### config.mk
export PLATFORM = sky130hd
export DESIGN_NAME = html_text_extractor_unit
export DESIGN_NICKNAME = d
export VERILOG_FILES = /design/src/hte_pkg.sv /design/src/hte_core.sv /design/src/hte_outq.sv /design/src/html_text_extractor_unit.sv
export SDC_FILE = /design/constraint.sdc
export NUM_CORES = 1
export LEC_CHECK = 0
export BUFFER_PORTS_ARGS = -buffer_cell sky130_fd_sc_hd__buf_2
export CAP_MARGIN = 30
export CELL_PAD_IN_SITES_DETAIL_PLACEMENT = 1
export CELL_PAD_IN_SITES_GLOBAL_PLACEMENT = 1
export CORE_MARGIN = 5
export CORE_UTILIZATION = 53
export CTS_BUF_LIST = sky130_fd_sc_hd__clkbuf_2 sky130_fd_sc_hd__clkbuf_4 sky130_fd_sc_hd__clkbuf_8
export DETAILED_ROUTE_END_ITERATION = 16
export PLACE_DENSITY = 0.85
export SYNTH_ARGS = -nofsm -noshare
export SYNTH_HDL_FRONTEND = slang
export SYNTH_SLANG_ARGS = --single-unit
### constraint.sdc
create_clock -name clk -period 6.2 [get_ports clk]
set_clock_uncertainty 0.15 [all_clocks]
set_input_delay 0 -clock clk [delete_from_list [all_inputs] [get_ports clk]]
set_output_delay 0 -clock clk [all_outputs]
set_load 0.01 [all_outputs]
### src/hte_pkg.sv
`timescale 1ns / 1ps

package hte_pkg;

	typedef enum logic [2:0] {
		MODE_TEXT    = 3'd0,
		MODE_OPEN    = 3'd1,
		MODE_TAG     = 3'd2,
		MODE_COMMENT = 3'd3,
		MODE_SCRIPT  = 3'd4,
		MODE_STYLE   = 3'd5
	} mode_t;

	typedef enum logic [1:0] {
		SEP_NONE    = 2'd0,
		SEP_SPACE   = 2'd1,
		SEP_NEWLINE = 2'd2
	} sep_t;

	localparam logic [7:0] CH_LT    = 8'h3C;
	localparam logic [7:0] CH_GT    = 8'h3E;
	localparam logic [7:0] CH_BANG  = 8'h21;
	localparam logic [7:0] CH_DASH  = 8'h2D;
	localparam logic [7:0] CH_SLASH = 8'h2F;
	localparam logic [7:0] CH_NL    = 8'h0A;
	localparam logic [7:0] CH_SP    = 8'h20;

	localparam logic [3:0] COMMENT_LEN      = 4'd3;
	localparam logic [3:0] SCRIPT_LEN       = 4'd6;
	localparam logic [3:0] STYLE_LEN        = 4'd5;
	localparam logic [3:0] CLOSE_SCRIPT_LEN = 4'd9;
	localparam logic [3:0] CLOSE_STYLE_LEN  = 4'd8;

	localparam int Q_DEPTH = 8;
	localparam int Q_AW    = 3;
	localparam int Q_CW    = 4;

	localparam int DATA_W = 48;

	typedef struct packed {
		logic        has_char;
		logic [7:0]  ch;
		logic        last;
		logic [31:0] length;
	} res_t;

	typedef struct packed {
		logic [1:0] n;
		res_t       r0;
		res_t       r1;
	} push_t;

	function automatic logic [7:0] to_lower(input logic [7:0] c);
		return (c >= 8'h41 && c <= 8'h5A) ? c + 8'd32 : c;
	endfunction

	function automatic logic is_white(input logic [7:0] c);
		return (c == CH_SP) || (c >= 8'h09 && c <= 8'h0D);
	endfunction

	function automatic logic [7:0] comment_char(input logic [3:0] i);
		logic [7:0] r;
		unique case (i)
			4'd0:    r = CH_BANG;
			4'd1:    r = CH_DASH;
			4'd2:    r = CH_DASH;
			default: r = 8'h00;
		endcase
		return r;
	endfunction

	function automatic logic [7:0] script_char(input logic [3:0] i);
		logic [7:0] r;
		unique case (i)
			4'd0:    r = 8'h73;
			4'd1:    r = 8'h63;
			4'd2:    r = 8'h72;
			4'd3:    r = 8'h69;
			4'd4:    r = 8'h70;
			4'd5:    r = 8'h74;
			default: r = 8'h00;
		endcase
		return r;
	endfunction

	function automatic logic [7:0] style_char(input logic [3:0] i);
		logic [7:0] r;
		unique case (i)
			4'd0:    r = 8'h73;
			4'd1:    r = 8'h74;
			4'd2:    r = 8'h79;
			4'd3:    r = 8'h6C;
			4'd4:    r = 8'h65;
			default: r = 8'h00;
		endcase
		return r;
	endfunction

	function automatic logic [7:0] close_script_char(input logic [3:0] i);
		logic [7:0] r;
		unique case (i)
			4'd0:    r = CH_LT;
			4'd1:    r = CH_SLASH;
			4'd2:    r = 8'h73;
			4'd3:    r = 8'h63;
			4'd4:    r = 8'h72;
			4'd5:    r = 8'h69;
			4'd6:    r = 8'h70;
			4'd7:    r = 8'h74;
			4'd8:    r = CH_GT;
			default: r = 8'h00;
		endcase
		return r;
	endfunction

	function automatic logic [7:0] close_style_char(input logic [3:0] i);
		logic [7:0] r;
		unique case (i)
			4'd0:    r = CH_LT;
			4'd1:    r = CH_SLASH;
			4'd2:    r = 8'h73;
			4'd3:    r = 8'h74;
			4'd4:    r = 8'h79;
			4'd5:    r = 8'h6C;
			4'd6:    r = 8'h65;
			4'd7:    r = CH_GT;
			default: r = 8'h00;
		endcase
		return r;
	endfunction

endpackage

### src/hte_core.sv
`timescale 1ns / 1ps

module hte_core (
	input  logic               clk,
	input  logic               arst_n,
	input  logic               valid_s1,
	input  logic [7:0]         byte_s1,
	input  logic               last_s1,
	output hte_pkg::push_t     push
);

	hte_pkg::mode_t mode_q, mode_nx;
	logic [3:0]     idx_q, idx_nx;
	logic [2:0]     cand_q, cand_nx;
	logic           after_q, after_nx;
	hte_pkg::sep_t  pend_q, pend_nx;
	logic [31:0]    cnt_q, cnt_nx;

	logic [7:0]     lc;
	logic [2:0]     keep;
	logic [3:0]     idx_inc;
	hte_pkg::mode_t tag_mode;
	logic [3:0]     tag_idx;
	logic [2:0]     tag_cand;
	logic           tag_after;
	hte_pkg::sep_t  tag_pend;
	logic [3:0]     cs_k;
	logic [3:0]     cy_k;
	logic [1:0]     n_emit;
	logic [7:0]     e0_ch, e1_ch;
	logic [32:0]    sum;
	logic [31:0]    cnt_sat;

	always_comb begin
		lc      = hte_pkg::to_lower(byte_s1);
		idx_inc = idx_q + 4'd1;

		keep = 3'b000;
		if (cand_q[0] && idx_q < hte_pkg::COMMENT_LEN && byte_s1 == hte_pkg::comment_char(idx_q))
			keep[0] = 1'b1;
		if (cand_q[1] && idx_q < hte_pkg::SCRIPT_LEN && lc == hte_pkg::script_char(idx_q))
			keep[1] = 1'b1;
		if (cand_q[2] && idx_q < hte_pkg::STYLE_LEN && lc == hte_pkg::style_char(idx_q))
			keep[2] = 1'b1;

		tag_mode  = hte_pkg::MODE_TAG;
		tag_idx   = 4'd0;
		tag_cand  = cand_q;
		tag_after = after_q;
		tag_pend  = pend_q;
		if (byte_s1 == hte_pkg::CH_LT) begin
			tag_mode = hte_pkg::MODE_OPEN;
			tag_cand = 3'b111;
		end else if (byte_s1 == hte_pkg::CH_GT) begin
			tag_mode = hte_pkg::MODE_TEXT;
			if (after_q) begin
				tag_pend  = hte_pkg::SEP_SPACE;
				tag_after = 1'b0;
			end
		end

		if (idx_q < hte_pkg::CLOSE_SCRIPT_LEN && lc == hte_pkg::close_script_char(idx_q))
			cs_k = idx_inc;
		else
			cs_k = (byte_s1 == hte_pkg::CH_LT) ? 4'd1 : 4'd0;
		if (idx_q < hte_pkg::CLOSE_STYLE_LEN && lc == hte_pkg::close_style_char(idx_q))
			cy_k = idx_inc;
		else
			cy_k = (byte_s1 == hte_pkg::CH_LT) ? 4'd1 : 4'd0;

		mode_nx  = mode_q;
		idx_nx   = idx_q;
		cand_nx  = cand_q;
		after_nx = after_q;
		pend_nx  = pend_q;
		n_emit   = 2'd0;
		e0_ch    = byte_s1;
		e1_ch    = byte_s1;

		unique case (mode_q)
			hte_pkg::MODE_TEXT: begin
				if (byte_s1 == hte_pkg::CH_LT) begin
					mode_nx = hte_pkg::MODE_OPEN;
					idx_nx  = 4'd0;
					cand_nx = 3'b111;
				end else if (hte_pkg::is_white(byte_s1)) begin
					if (after_q) begin
						pend_nx  = (byte_s1 == hte_pkg::CH_NL) ? hte_pkg::SEP_NEWLINE
							: hte_pkg::SEP_SPACE;
						after_nx = 1'b0;
					end
				end else begin
					if (pend_q == hte_pkg::SEP_SPACE) begin
						n_emit = 2'd2;
						e0_ch  = hte_pkg::CH_SP;
					end else if (pend_q == hte_pkg::SEP_NEWLINE) begin
						n_emit = 2'd2;
						e0_ch  = hte_pkg::CH_NL;
					end else begin
						n_emit = 2'd1;
					end
					pend_nx  = hte_pkg::SEP_NONE;
					after_nx = 1'b1;
				end
			end
			hte_pkg::MODE_OPEN: begin
				if (keep == 3'b000) begin
					mode_nx  = tag_mode;
					idx_nx   = tag_idx;
					cand_nx  = tag_cand;
					after_nx = tag_after;
					pend_nx  = tag_pend;
				end else begin
					cand_nx = keep;
					idx_nx  = idx_inc;
					if (keep[0] && idx_inc == hte_pkg::COMMENT_LEN) begin
						mode_nx = hte_pkg::MODE_COMMENT;
						idx_nx  = 4'd0;
					end else if (keep[1] && idx_inc == hte_pkg::SCRIPT_LEN) begin
						mode_nx = hte_pkg::MODE_SCRIPT;
						idx_nx  = 4'd0;
					end else if (keep[2] && idx_inc == hte_pkg::STYLE_LEN) begin
						mode_nx = hte_pkg::MODE_STYLE;
						idx_nx  = 4'd0;
					end
				end
			end
			hte_pkg::MODE_TAG: begin
				mode_nx  = tag_mode;
				idx_nx   = (tag_mode == hte_pkg::MODE_TAG) ? idx_q : tag_idx;
				cand_nx  = tag_cand;
				after_nx = tag_after;
				pend_nx  = tag_pend;
			end
			hte_pkg::MODE_COMMENT: begin
				if (byte_s1 == hte_pkg::CH_DASH) begin
					idx_nx = (idx_q[1:0] < 2'd2) ? {2'b00, idx_q[1:0] + 2'd1} : 4'd2;
				end else if (byte_s1 == hte_pkg::CH_GT && idx_q[1:0] == 2'd2) begin
					mode_nx = hte_pkg::MODE_TEXT;
					idx_nx  = 4'd0;
				end else begin
					idx_nx = 4'd0;
				end
			end
			hte_pkg::MODE_SCRIPT: begin
				if (cs_k == hte_pkg::CLOSE_SCRIPT_LEN) begin
					mode_nx = hte_pkg::MODE_TEXT;
					idx_nx  = 4'd0;
				end else begin
					idx_nx = cs_k;
				end
			end
			hte_pkg::MODE_STYLE: begin
				if (cy_k == hte_pkg::CLOSE_STYLE_LEN) begin
					mode_nx = hte_pkg::MODE_TEXT;
					idx_nx  = 4'd0;
				end else begin
					idx_nx = cy_k;
				end
			end
			default: begin
				mode_nx = hte_pkg::MODE_TEXT;
				idx_nx  = 4'd0;
			end
		endcase

		sum     = {1'b0, cnt_q} + {31'd0, n_emit};
		cnt_sat = sum[32] ? 32'hFFFF_FFFF : sum[31:0];
		cnt_nx  = cnt_sat;

		push.n            = n_emit;
		push.r0.has_char  = 1'b1;
		push.r0.ch        = e0_ch;
		push.r0.last      = 1'b0;
		push.r0.length    = 32'd0;
		push.r1.has_char  = 1'b1;
		push.r1.ch        = e1_ch;
		push.r1.last      = 1'b0;
		push.r1.length    = 32'd0;

		if (last_s1) begin
			unique case (n_emit)
				2'd0: begin
					push.n           = 2'd1;
					push.r0.has_char = 1'b0;
					push.r0.ch       = 8'd0;
					push.r0.last     = 1'b1;
					push.r0.length   = cnt_sat;
				end
				2'd1: begin
					push.r0.last   = 1'b1;
					push.r0.length = cnt_sat;
				end
				default: begin
					push.r1.last   = 1'b1;
					push.r1.length = cnt_sat;
				end
			endcase
			mode_nx  = hte_pkg::MODE_TEXT;
			idx_nx   = 4'd0;
			cand_nx  = 3'b111;
			after_nx = 1'b0;
			pend_nx  = hte_pkg::SEP_NONE;
			cnt_nx   = 32'd0;
		end

		if (!valid_s1)
			push.n = 2'd0;
	end

	always_ff @(posedge clk or negedge arst_n) begin
		if (!arst_n) begin
			mode_q  <= hte_pkg::MODE_TEXT;
			idx_q   <= 4'd0;
			cand_q  <= 3'b111;
			after_q <= 1'b0;
			pend_q  <= hte_pkg::SEP_NONE;
			cnt_q   <= 32'd0;
		end else if (valid_s1) begin
			mode_q  <= mode_nx;
			idx_q   <= idx_nx;
			cand_q  <= cand_nx;
			after_q <= after_nx;
			pend_q  <= pend_nx;
			cnt_q   <= cnt_nx;
		end
	end

	a_last_resets: assert property (@(posedge clk) disable iff (!arst_n)
		valid_s1 && last_s1 |=> mode_q == hte_pkg::MODE_TEXT && cnt_q == 32'd0
			&& pend_q == hte_pkg::SEP_NONE)
		else $error("state not cleared after final byte");

	a_pair_is_sep: assert property (@(posedge clk) disable iff (!arst_n)
		push.n == 2'd2 |-> (push.r0.ch == hte_pkg::CH_SP || push.r0.ch == hte_pkg::CH_NL)
			&& !push.r0.last)
		else $error("two-result transaction without leading separator");

endmodule

### src/hte_outq.sv
`timescale 1ns / 1ps

module hte_outq (
	input  logic                     clk,
	input  logic                     arst_n,
	input  hte_pkg::push_t           push,
	output logic [hte_pkg::Q_CW-1:0] count,
	output logic                     m_tvalid,
	input  logic                     m_tready,
	output hte_pkg::res_t            head
);

	hte_pkg::res_t             mem_q [hte_pkg::Q_DEPTH];
	logic [hte_pkg::Q_AW-1:0]  wp_q, rp_q;
	logic [hte_pkg::Q_CW-1:0]  cnt_q;
	logic                      pop;

	assign pop      = m_tvalid && m_tready;
	assign m_tvalid = cnt_q != '0;
	assign head     = mem_q[rp_q];
	assign count    = cnt_q;

	always_ff @(posedge clk) begin
		if (push.n != 2'd0)
			mem_q[wp_q] <= push.r0;
		if (push.n == 2'd2)
			mem_q[wp_q + hte_pkg::Q_AW'(1)] <= push.r1;
	end

	always_ff @(posedge clk or negedge arst_n) begin
		if (!arst_n) begin
			wp_q  <= '0;
			rp_q  <= '0;
			cnt_q <= '0;
		end else begin
			wp_q  <= wp_q + hte_pkg::Q_AW'(push.n);
			if (pop)
				rp_q <= rp_q + hte_pkg::Q_AW'(1);
			cnt_q <= cnt_q + hte_pkg::Q_CW'(push.n) - hte_pkg::Q_CW'(pop);
		end
	end

	a_no_overflow: assert property (@(posedge clk) disable iff (!arst_n)
		cnt_q <= hte_pkg::Q_CW'(hte_pkg::Q_DEPTH))
		else $error("output queue overflow");

	a_room_for_push: assert property (@(posedge clk) disable iff (!arst_n)
		push.n != 2'd0 |-> {1'b0, cnt_q} + {{(hte_pkg::Q_CW - 1){1'b0}}, push.n}
			<= (hte_pkg::Q_CW + 1)'(hte_pkg::Q_DEPTH))
		else $error("push into full output queue");

endmodule

### src/html_text_extractor_unit.sv
`timescale 1ns / 1ps
// Path: an accepted byte is registered into the s1 stage, reduced by the core and written
// to the output queue; once the queue is non-empty, m_tvalid shows its first result.
// Throughput: one byte per cycle while s_tready is high; s_tready drops unless the queue
// has room for two results from the registered byte and two from the incoming one. A byte
// that releases a held separator yields two results, absorbed by the 8-entry queue.
// Reset: arst_n clears the stream state, emitted count and queue pointers at once.

module html_text_extractor_unit (
	input  logic                       clk,
	input  logic                       arst_n,
	input  logic                       s_tvalid,
	output logic                       s_tready,
	input  logic [7:0]                 s_tdata,  // [7:0] in_byte
	input  logic                       s_tlast,  // in_last
	output logic                       m_tvalid,
	input  logic                       m_tready,
	output logic [hte_pkg::DATA_W-1:0] m_tdata,  // [0] has_char, [8:1] out_char,
	                                             // [40:9] out_length, [47:41] zero
	output logic                       m_tlast   // out_last
);

	logic                      valid_s1;
	logic [7:0]                byte_s1;
	logic                      last_s1;
	hte_pkg::push_t            push;
	hte_pkg::res_t             head;
	logic [hte_pkg::Q_CW-1:0]  q_count;
	logic [hte_pkg::Q_CW:0]    q_need;

	// leave room for the worst case of two results from the registered byte
	assign q_need   = {1'b0, q_count} + {{(hte_pkg::Q_CW - 1){1'b0}}, valid_s1, 1'b0};
	assign s_tready = q_need <= (hte_pkg::Q_CW + 1)'(hte_pkg::Q_DEPTH - 2);

	always_ff @(posedge clk or negedge arst_n) begin
		if (!arst_n)
			valid_s1 <= 1'b0;
		else
			valid_s1 <= s_tvalid && s_tready;
	end

	always_ff @(posedge clk) begin
		if (s_tvalid && s_tready) begin
			byte_s1 <= s_tdata;
			last_s1 <= s_tlast;
		end
	end

	hte_core u_core (
		.clk      (clk),
		.arst_n   (arst_n),
		.valid_s1 (valid_s1),
		.byte_s1  (byte_s1),
		.last_s1  (last_s1),
		.push     (push)
	);

	hte_outq u_outq (
		.clk      (clk),
		.arst_n   (arst_n),
		.push     (push),
		.count    (q_count),
		.m_tvalid (m_tvalid),
		.m_tready (m_tready),
		.head     (head)
	);

	assign m_tdata = {7'd0, head.length, head.ch, head.has_char};
	assign m_tlast = head.last;

endmodule

==> results.yml, run 1 <==
floorplan:
  dieArea_um2: 42780
  die_y_um: 206.8
  initial_core_util_pct: 53.38
  row_count: 72
  die_w_um: 206.8
  coreArea_um2: 38470
  ios: 64
logic_synthesis:
  synthTopCellsByCount: "nor2_1 (344), edfxtp_1 (337), nand2_1 (86), mux4_2 (84)"
  synth_edf_count: 337
  synth_xor_area_share_pct: 1.237
  yosys.area_share.simple_pct: 14.93
  synth_most_common_cell: "nor2_1"
  yosys.area.top_type: "edfxtp_1"
  synth_area_leaders: "edfxtp_1 (49%), mux4_2 (9.2%), dfrtp_1 (6.5%), nor2_1 (6.3%), mux2_2 (2.5%)"
  synthFlopType: "edfxtp_1"
  synth_mux_area_share_pct: 12.46
  yosysTopAreaCellShare_pct: 49.28
  synth_compound_area_share_pct: 9.359
  synth_seq_cells: 401
  synthDistinctLibCells: 96
  async_reset_ff_share_pct: 13.97
  synth_top_family_by_area: "simple AND/OR/NAND/NOR gates"
  synthAdderAreaFrac_pct: 1.718
  synth_warnings: 0
  yosysSeqAreaShare_pct: 56.90
  syn_area_um2: 20530
  synthCells: 1703
  synth_area_per_cell_um2: 12.06
global_routing:
  grt_max_degree: 57
  grtUsageTotal_pct: 29.83
  antenna_found_initial: 1
  grt_pass1_wl_um: 97150
  grt_pass1_vias: 16390
  grt_overflow: 0
power_and_ir_drop:
  ir_worst_vdd_mv: 0.2398
  p_per_area_nw_per_um2: 401.9
  p_leak_nw: 8.099
  power_w: 0.009260
worst_setup_path:
  crit_path_max_fanout: 27
  cp_cell_sequence: "or2_1 > or4_1 > nand2_1 > nor3_1 > ha_1 > ha_1 > a41oi_2 > buf_4 > or4_1 > nand2_1 > mux2i_1 > nor2_1"
  worstPathRequired_ns: 6.36
  end_kind: "flop"
  critPathLaunchType: "flop"
  critPathTopFamily: "simple AND/OR/NAND/NOR gates"
  crit_type: "flop to flop"
  cp.buffers_inverters: 1
  worstPathArrival_ns: 5.53
  slowest_stage: "or4_1"
  critPathMaxStageDelay_ns: 0.84
  r2r_slack_ns: 0.83
sta:
  slew_headroom_pct: 28.82
  finalMaxSlewViolations: 0
  setup_viol: 0
  setup_ws_ns: 0.8324
  worstMarginPinSlew_ns: 1.064
  fin_crit_ns: 5.368
  final_hold_viol_count: 0
  post-route-period-util_pct: 86.57
  fmax_ghz: 0.1863
  fin_setup_tns_ns: 0
  rsz0062_at_grt: "no"
placement:
  place_ws_ns: 1.040
  portBuffers: 56
  finalWeightedCongestion: 0.9044
  dp.cells: 2206
  hpwlAfterDp_um: 39570
detailed_routing:
  via_count: 15430
  ant_nets: 0
  drt_iter0_markers: 1592
  drt_pass1_iterations: 5
  via_per_inst: 6.551
  wl_per_cell_um: 26.98
  wirelength_um: 63550
  drc: 0
cts:
  cts_num_sinks: 401
  cts_max_path_buffers: 3
  numCtsBuffers: 68
  cts-resized-gates: 0
  clk-insertion-delay-late_ns: 0.61
  root_buffer: "clkbuf_8"
  cts_tree: "built"
  clk_pin_slew_worst_paths_ns: 0.06
  h-tree-depth: 3
finish:
  fin_cells: 2355
  area_growth_pct: 12.22
  antenna_cells: 0
  drive_gt1_share_pct: 21.28
  fin_nets: 1821
  fill_cells: 3895
min_path:
  hp-class: "input pin to flop"
run_status:
  status: "completed"
job:
  cap_viol_max_count: 0
## per-stage QoR
stage          hold slack (ns)  util, %  cell area, um^2
2_1_floorplan          -0.4456        -            20560
5_1_grt                 0.1411    59.90            23040
3_5_place_dp           0.02915    55.72            21430
4_1_cts                0.09508    59.83            23020
3_3_place_gp           0.02752    55.61            21390
6_report                0.1432    59.90            23040
## power by group
| part | switching (W) | internal, W | total, W |
|---|---|---|---|
| Clock | 0.00114 | 0.00129 | 0.00243 |
| Sequential | 0.000306 | 0.00325 | 0.00355 |
| Combinational | 0.00194 | 0.00134 | 0.00328 |
## state kept, by name, summed over array words and instances, names as in the netlist
| name | flops |
|---|---|
| u_outq.count | 4 |
| u_core.cnt_q | 32 |
| u_core.mode_q | 3 |
| u_core.pend_q | 2 |
| u_outq.mem_q | 336 |
| valid_s1 | 1 |
| u_core.cand_q | 3 |
| u_core.idx_q | 4 |
| u_outq.wp_q | 3 |
| u_core.after_q | 1 |
| u_outq.rp_q | 3 |
| byte_s1 | 8 |
| last_s1 | 1 |
## worst register-to-register path, stage by stage, from the launching register on
cell      delay [ns]
edfxtp_1        0.77
or2_1           0.46
or4_1           0.64
nand2_1         0.28
nor3_1          0.11
ha_1            0.26
ha_1            0.20
a41oi_2         0.17
buf_4           0.26
or4_1           0.84
nand2_1         0.24
mux2i_1         0.56
nor2_1          0.15
## final timing paths
kind                                     startpoint                   to  cells after the start
worst max register to register           byte_s1[0]  u_outq.mem_q[6][19]                     12
min in group asynchronous                    arst_n     u_core.cnt_q[30]                      4
worst max-delay path                     byte_s1[0]  u_outq.mem_q[6][19]                     12
max in group asynchronous                    arst_n       u_outq.rp_q[0]                      4
worst min register to register  u_outq.mem_q[2][41]  u_outq.mem_q[2][41]                      1
worst min-delay path                       m_tready       u_outq.rp_q[0]                      4
## layout make-up
type | instances | area, um^2 | area share [%]
multi-input combinational | 1146 | 8308 | 36.05
clock inverter | 34 | 227.7 | 0.9882
sequential | 401 | 11700 | 50.75
timing repair buffer | 121 | 868.3 | 3.768
inverter | 43 | 161.4 | 0.7004
clock buffer | 92 | 1135 | 4.925
tap | 518 | 648.1 | 2.813
## metal layers
metal	vias to the layer above	GRT usage (%)	routed length (um)
met5	-	0	9
met4	2	11.26	2382
met3	211	5.702	5168
met2	811	51.89	32160
met1	7907	37.28	23820
li1	6497	-	-
## cell families after synthesis
group,count (synthesis)
multiplexers,145
buffers and inverters,162
adder cells (fa/ha/maj),27
XOR/XNOR,29
flip-flops,401
other,1
AND/OR/NAND/NOR,654
AO/OA/AOI/OAI,284
## cells in the final DEF (no fill, tap or decap), types with 30 or more instances in the layout
cell        n
nor2b_1    32
edfxtp_1  337
nor3_1     30
nand2_1    86
buf_4      40
inv_1      41
nor2_1    344
a21oi_1    63
clkbuf_8   71
buf_2      56
o21ai_0    59
dfrtp_1    49
mux4_2     84
mux2_2     45
## what timing repair did
action                                 4_1_cts  5_1_grt
endpoints found under the hold margin       80        0
buffers inserted                             0        0
hold buffers                                22        0
No activity file was read; power rests on OpenSTA's default activity.
==> inputs of run 2 (changes only) <==
CELL_PAD_IN_SITES_DETAIL_PLACEMENT = 0   (was 1)
SLEW_MARGIN = 20   (was unset)
==> run 2 against run 1 <==
Against the previous run: via count fell by 6.6%; critical path depth did not move; final area rose by 0.30%; routed wire length fell by 17%; power fell by 1.7%; hold slack improved by 0.013 ns; sequential power barely moved; final cell count fell by 0.17%; non-clock buffer count rose by 1; largest power group unchanged; highest routed layer is now met4.
==> results.yml, run 2 (synthesized netlist as in run 1, its figures left out) <==
sta:
  fmax_ghz: 0.1972
  slew_headroom_pct: 34.30
  finalMaxSlewViolations: 0
  rsz0062_at_grt: "no"
  final_hold_viol_count: 0
  worstMarginPinSlew_ns: 0.9855
  fin_crit_ns: 5.072
  fin_setup_tns_ns: 0
  setup_viol: 0
  post-route-period-util_pct: 81.80
finish:
  final_common_cell: "nor2_1"
  fill_cells: 3061
  final_area_um2: 23110
  multi_input_area_um2: 8308
  antenna_cells: 0
  largest_register_ffs: 336
  mostFrequentLayoutCells: "nor2_1 (344), edfxtp_1 (337), nand2_1 (86), mux4_2 (84), clkbuf_8 (83)"
  reg_top3: "u_outq.mem_q: 336 flops, u_core.cnt_q: 32 flops, byte_s1: 8 flops"
  drive_gt1_share_pct: 21.71
  seq_area_um2: 11700
  area_growth_pct: 12.56
  fin_nets: 1821
  top_register: "u_outq.mem_q"
global_routing:
  grt_overflow: 0
  antenna_found_initial: 0
  grtUsageTotal_pct: 24.91
  grt_max_degree: 57
  grt_pass1_vias: 14430
  grt_pass1_wl_um: 82240
cts:
  root_buffer: "clkbuf_8"
  cts_tree: "built"
  clk_pin_slew_worst_paths_ns: 0.06
  clk-insertion-delay-late_ns: 0.59
  numCtsBuffers: 67
  cts_max_path_buffers: 3
  cts_num_sinks: 401
  h-tree-depth: 3
floorplan:
  ios: 64
  dieArea_um2: 42780
  coreArea_um2: 38470
  row_count: 72
  initial_core_util_pct: 53.38
  die_w_um: 206.8
  die_y_um: 206.8
worst_setup_path:
  r2r_end: "u_outq.mem_q[0][19]"
  cp.buffers_inverters: 1
  startpoint: "byte_s1[0]"
  worstPathArrival_ns: 5.23
  worstSetupEndpoint: "u_outq.mem_q[0][19]"
  worstPathRequired_ns: 6.36
  end_kind: "flop"
  critical_path_depth: 12
  r2r-start: "byte_s1[0]"
  critPathTopFamily: "simple AND/OR/NAND/NOR gates"
  r2r_slack_ns: 1.13
  crit_path_max_fanout: 27
  critPathLaunchType: "flop"
  crit_type: "flop to flop"
  critPathMaxStageDelay_ns: 0.80
  r2r.worst_path.cells: 12
  slowest_stage: "or4_1"
  cp_cell_sequence: "or2_1 > or4_1 > nand2_1 > nor3_1 > ha_1 > ha_1 > a41oi_2 > buf_4 > or4_1 > nand2_1 > mux2i_1 > nor2_1"
detailed_routing:
  via_per_inst: 6.128
  wirelength_um: 52870
  drt_pass1_iterations: 5
  ant_nets: 0
  wl_per_cell_um: 22.49
  drt_iter0_markers: 1347
  via_count: 14410
  drc: 0
placement:
  finalWeightedCongestion: 0.9044
  hpwlAfterDp_um: 32980
  dpl-instance-area_um2: 21440
  portBuffers: 56
min_path:
  hold_start: "m_tready"
  hp-class: "input pin to flop"
power_and_ir_drop:
  switching_share_pct: 34.54
  clkPwrFrac_pct: 26.8
  ir_worst_vdd_mv: 0.2775
  p_comb_share_pct: 34.5
  intPower_w: 0.005961
  switchingPower_w: 0.003146
  p_per_area_nw_per_um2: 394.0
  seq_power_share_pct: 38.7
  p_leak_nw: 8.135
job:
  cap_viol_max_count: 0
run_status:
  status: "completed"
run 2: power groups by stage:
stage                     registers [W]  clock network (W)  logic, W
after floorplan                 0.00340                  0   0.00229
after global placement          0.00356                  0   0.00308
after detailed placement        0.00357                  0   0.00314
after CTS                       0.00352            0.00247   0.00317
after global routing            0.00356            0.00260   0.00340
final                           0.00352            0.00244   0.00314
run 2: what timing repair did:
action | in CTS | in global routing
hold buffers | 22 | 0
gates resized for setup | 0 | 0
endpoints found under the hold margin | 80 | 0
setup buffers | 0 | 0
run 2: worst reg2reg max path: stages (launching register included):
cell      delay [ns]
edfxtp_1        0.75
or2_1           0.45
or4_1           0.64
nand2_1         0.26
nor3_1          0.10
ha_1            0.25
ha_1            0.20
a41oi_2         0.15
buf_4           0.25
or4_1           0.81
nand2_1         0.16
mux2i_1         0.50
nor2_1          0.12
run 2: worst min path at each step:
stage,to,cells past startpoint
final,u_outq.rp_q[0],4
after global routing,u_outq.rp_q[0],4
after CTS,u_outq.rp_q[0],4
after detailed placement,byte_s1[6],1
after global placement,byte_s1[4],1
after floorplan,u_core.after_q,0
run 2: area by class of cell:
cell class / count / share of cell area (%)
repair buffers: 122 / 3.811
clock inverters: 17 / 0.5197
well taps: 518 / 2.804
multi-input cells: 1146 / 35.94
clock buffers: 104 / 5.624
inverters: 43 / 0.6983
flip-flops and latches: 401 / 50.60
run 2: metal layers:
layer	global-route usage, %	routed length (um)
met5	0	0
met4	7.743	1389
met3	4.421	3699
met2	41.19	25780
met1	34.10	22000
run 2: stage by stage:
stage,worst slack (ns),hold WS [ns],total power [W],util [%],instances
final,1.128,0.1560,0.009108,60.09,2351
after global routing,0.7600,0.1623,0.009556,60.09,2351
after CTS,1.208,0.1162,0.009155,60.00,2349
after detailed placement,1.217,0.02864,0.006713,55.74,2206
after global placement,1.349,0.02752,0.006638,55.61,2204
after floorplan,0.9643,-0.4456,0.005686,-,1709
==> inputs of run 3 (changes only) <==
CORE_UTILIZATION = 48   (was 53)
PLACE_DENSITY = 0.81   (was 0.85)
clock period = 4.5 ns   (was 6.2 ns; I/O delays follow)
==> run 3 against run 2 <==
Against the previous run: clock power rose by 34%; sequential power up 40%; fmax is 21% higher; global-route usage is 1.7 points lower; critical endpoint is now u_outq.mem_q[4][21]; largest power group unchanged.
==> results.yml, run 3 (synthesized netlist as in run 1, its figures left out) <==
cts:
  numCtsBuffers: 67
  cts_tree: "built"
  cts_setup_buffers: 0
  cts_num_sinks: 401
  root_buffer: "clkbuf_8"
  clk-insertion-delay-late_ns: 0.61
  cts_max_path_buffers: 3
  h-tree-depth: 3
  clk_pin_slew_worst_paths_ns: 0.06
finish:
  final_area_um2: 23390
  drive_gt1_share_pct: 22.97
  top_register: "u_outq.mem_q"
  mostFrequentLayoutCells: "nor2_1 (341), edfxtp_1 (337), nand2_1 (86), mux4_2 (84), clkbuf_8 (74)"
  fill_cells: 3438
  fin_nets: 1850
  antenna_cells: 0
  largest_register_ffs: 336
  final_common_cell: "nor2_1"
  area_growth_pct: 13.89
  reg_top3: "u_outq.mem_q: 336 flops, u_core.cnt_q: 32 flops, byte_s1: 8 flops"
sta:
  worstMarginPinSlew_ns: 1.017
  setup_ws_ns: 0.3238
  slew_headroom_pct: 32.21
  rsz0062_at_grt: "no"
  fmax_ghz: 0.2395
  fin_setup_tns_ns: 0
  setup_viol: 0
  finalMaxSlewViolations: 0
  post-route-period-util_pct: 92.81
  fin_crit_ns: 4.176
  final_hold_viol_count: 0
  fin_hold_ws_ns: 0.1209
floorplan:
  dieArea_um2: 47020
  coreArea_um2: 42130
  die_y_um: 216.8
  ios: 64
  initial_core_util_pct: 48.74
  die_w_um: 216.8
  row_count: 75
global_routing:
  grtUsageTotal_pct: 23.18
  grt_pass1_wl_um: 84840
  grt_max_degree: 62
  antenna_found_initial: 0
  grt_overflow: 0
  grt_pass1_vias: 14360
worst_setup_path:
  end_kind: "flop"
  critPathLaunchType: "flop"
  worstPathArrival_ns: 4.35
  crit_type: "flop to flop"
  worstPathRequired_ns: 4.67
  cp_common_cell: "buf_4"
  slowest_stage: "edfxtp_1"
  cp_cell_sequence: "or4b_1 > a21oi_1 > o21a_1 > nor3_1 > ha_1 > ha_1 > a41oi_2 > buf_4 > or4_1 > buf_4 > nand2_1 > mux2i_1 > buf_4 > nor2_1"
  crit_path_max_fanout: 20
  critPathMaxStageDelay_ns: 0.59
detailed_routing:
  drt_pass1_iterations: 5
  drc: 0
  wirelength_um: 54970
  via_count: 14550
  ant_nets: 0
  drt_iter0_markers: 1557
  wl_per_cell_um: 22.92
  via_per_inst: 6.066
placement:
  dpl-instance-area_um2: 21760
  place_ws_ns: 0.3173
  finalWeightedCongestion: 0.8648
  hpwlAfterDp_um: 33630
  portBuffers: 56
min_path:
  hp-class: "input pin to flop"
run_status:
  status: "completed"
power_and_ir_drop:
  p_leak_nw: 8.249
  ir_worst_vdd_mv: 0.2817
  p_per_area_nw_per_um2: 540.2
job:
  cap_viol_max_count: 0
run 3: critical path, delay by kind of cell, from the launching register on:
family | cells | cell delay (ns)
AOI/OAI and AO/OA | 3 | 0.76
buffers and inverters | 3 | 0.71
muxes | 1 | 0.20
DFF | 1 | 0.59
and+or+nand+nor | 5 | 1.01
adders and majority gates | 2 | 0.46
run 3: what timing repair did:
item	4_1_cts	5_1_grt
endpoints found under the setup margin	0	36
hold buffers	23	0
gates resized for setup	0	6
hold endpoints to repair	77	0
run 3: path summary, 6_finish.rpt:
path,endpoint,start,depth (start not counted),slack [ns]
worst max register to register,u_outq.mem_q[4][21],byte_s1[3],14,0.32
max in group asynchronous,u_core.cand_q[2],arst_n,4,3.37
min in group asynchronous,u_core.cnt_q[30],arst_n,4,0.33
worst min-delay path,u_outq.rp_q[0],m_tready,4,0.12
worst max-delay path,u_outq.mem_q[4][21],byte_s1[3],14,0.32
worst min register to register,u_outq.mem_q[4][41],u_outq.mem_q[4][41],1,0.33
run 3: cell type report:
cell class | count | area [um^2] | share of cell area [%]
clock inverters | 17 | 132.6 | 0.5671
inverters | 43 | 161.4 | 0.6902
flip-flops and latches | 401 | 11700 | 50.01
repair buffers | 151 | 1174 | 5.018
multi-input cells | 1146 | 8328 | 35.61
well taps | 539 | 674.4 | 2.884
clock buffers | 101 | 1221 | 5.222
run 3: power breakdown:
part / internal, W / leakage [nW] / switching, W
clock network: 0.00181 / 0.712 / 0.00147
registers: 0.00447 / 4.07 / 0.000461
logic: 0.00192 / 3.47 / 0.00251
total: 0.00819 / 8.25 / 0.00444
run 3: metal layers:
metal	part of all wire [%]	vias up	track usage [%]
met1	42	7295	32.23
met3	6.5	107	3.252
li1	-	6578	-
met4	2.7	0	7.226
met2	49	566	38.34
met5	0	-	0
run 3: per-stage QoR:
stage               std cells  power [W]  utilization (%)
floorplan                1709   0.007831                -
finish                   2398    0.01263            55.50
CTS                      2397    0.01272            55.44
global placement         2256   0.009356            51.66
global route             2398    0.01324            55.50
detailed placement       2256   0.009420            51.66
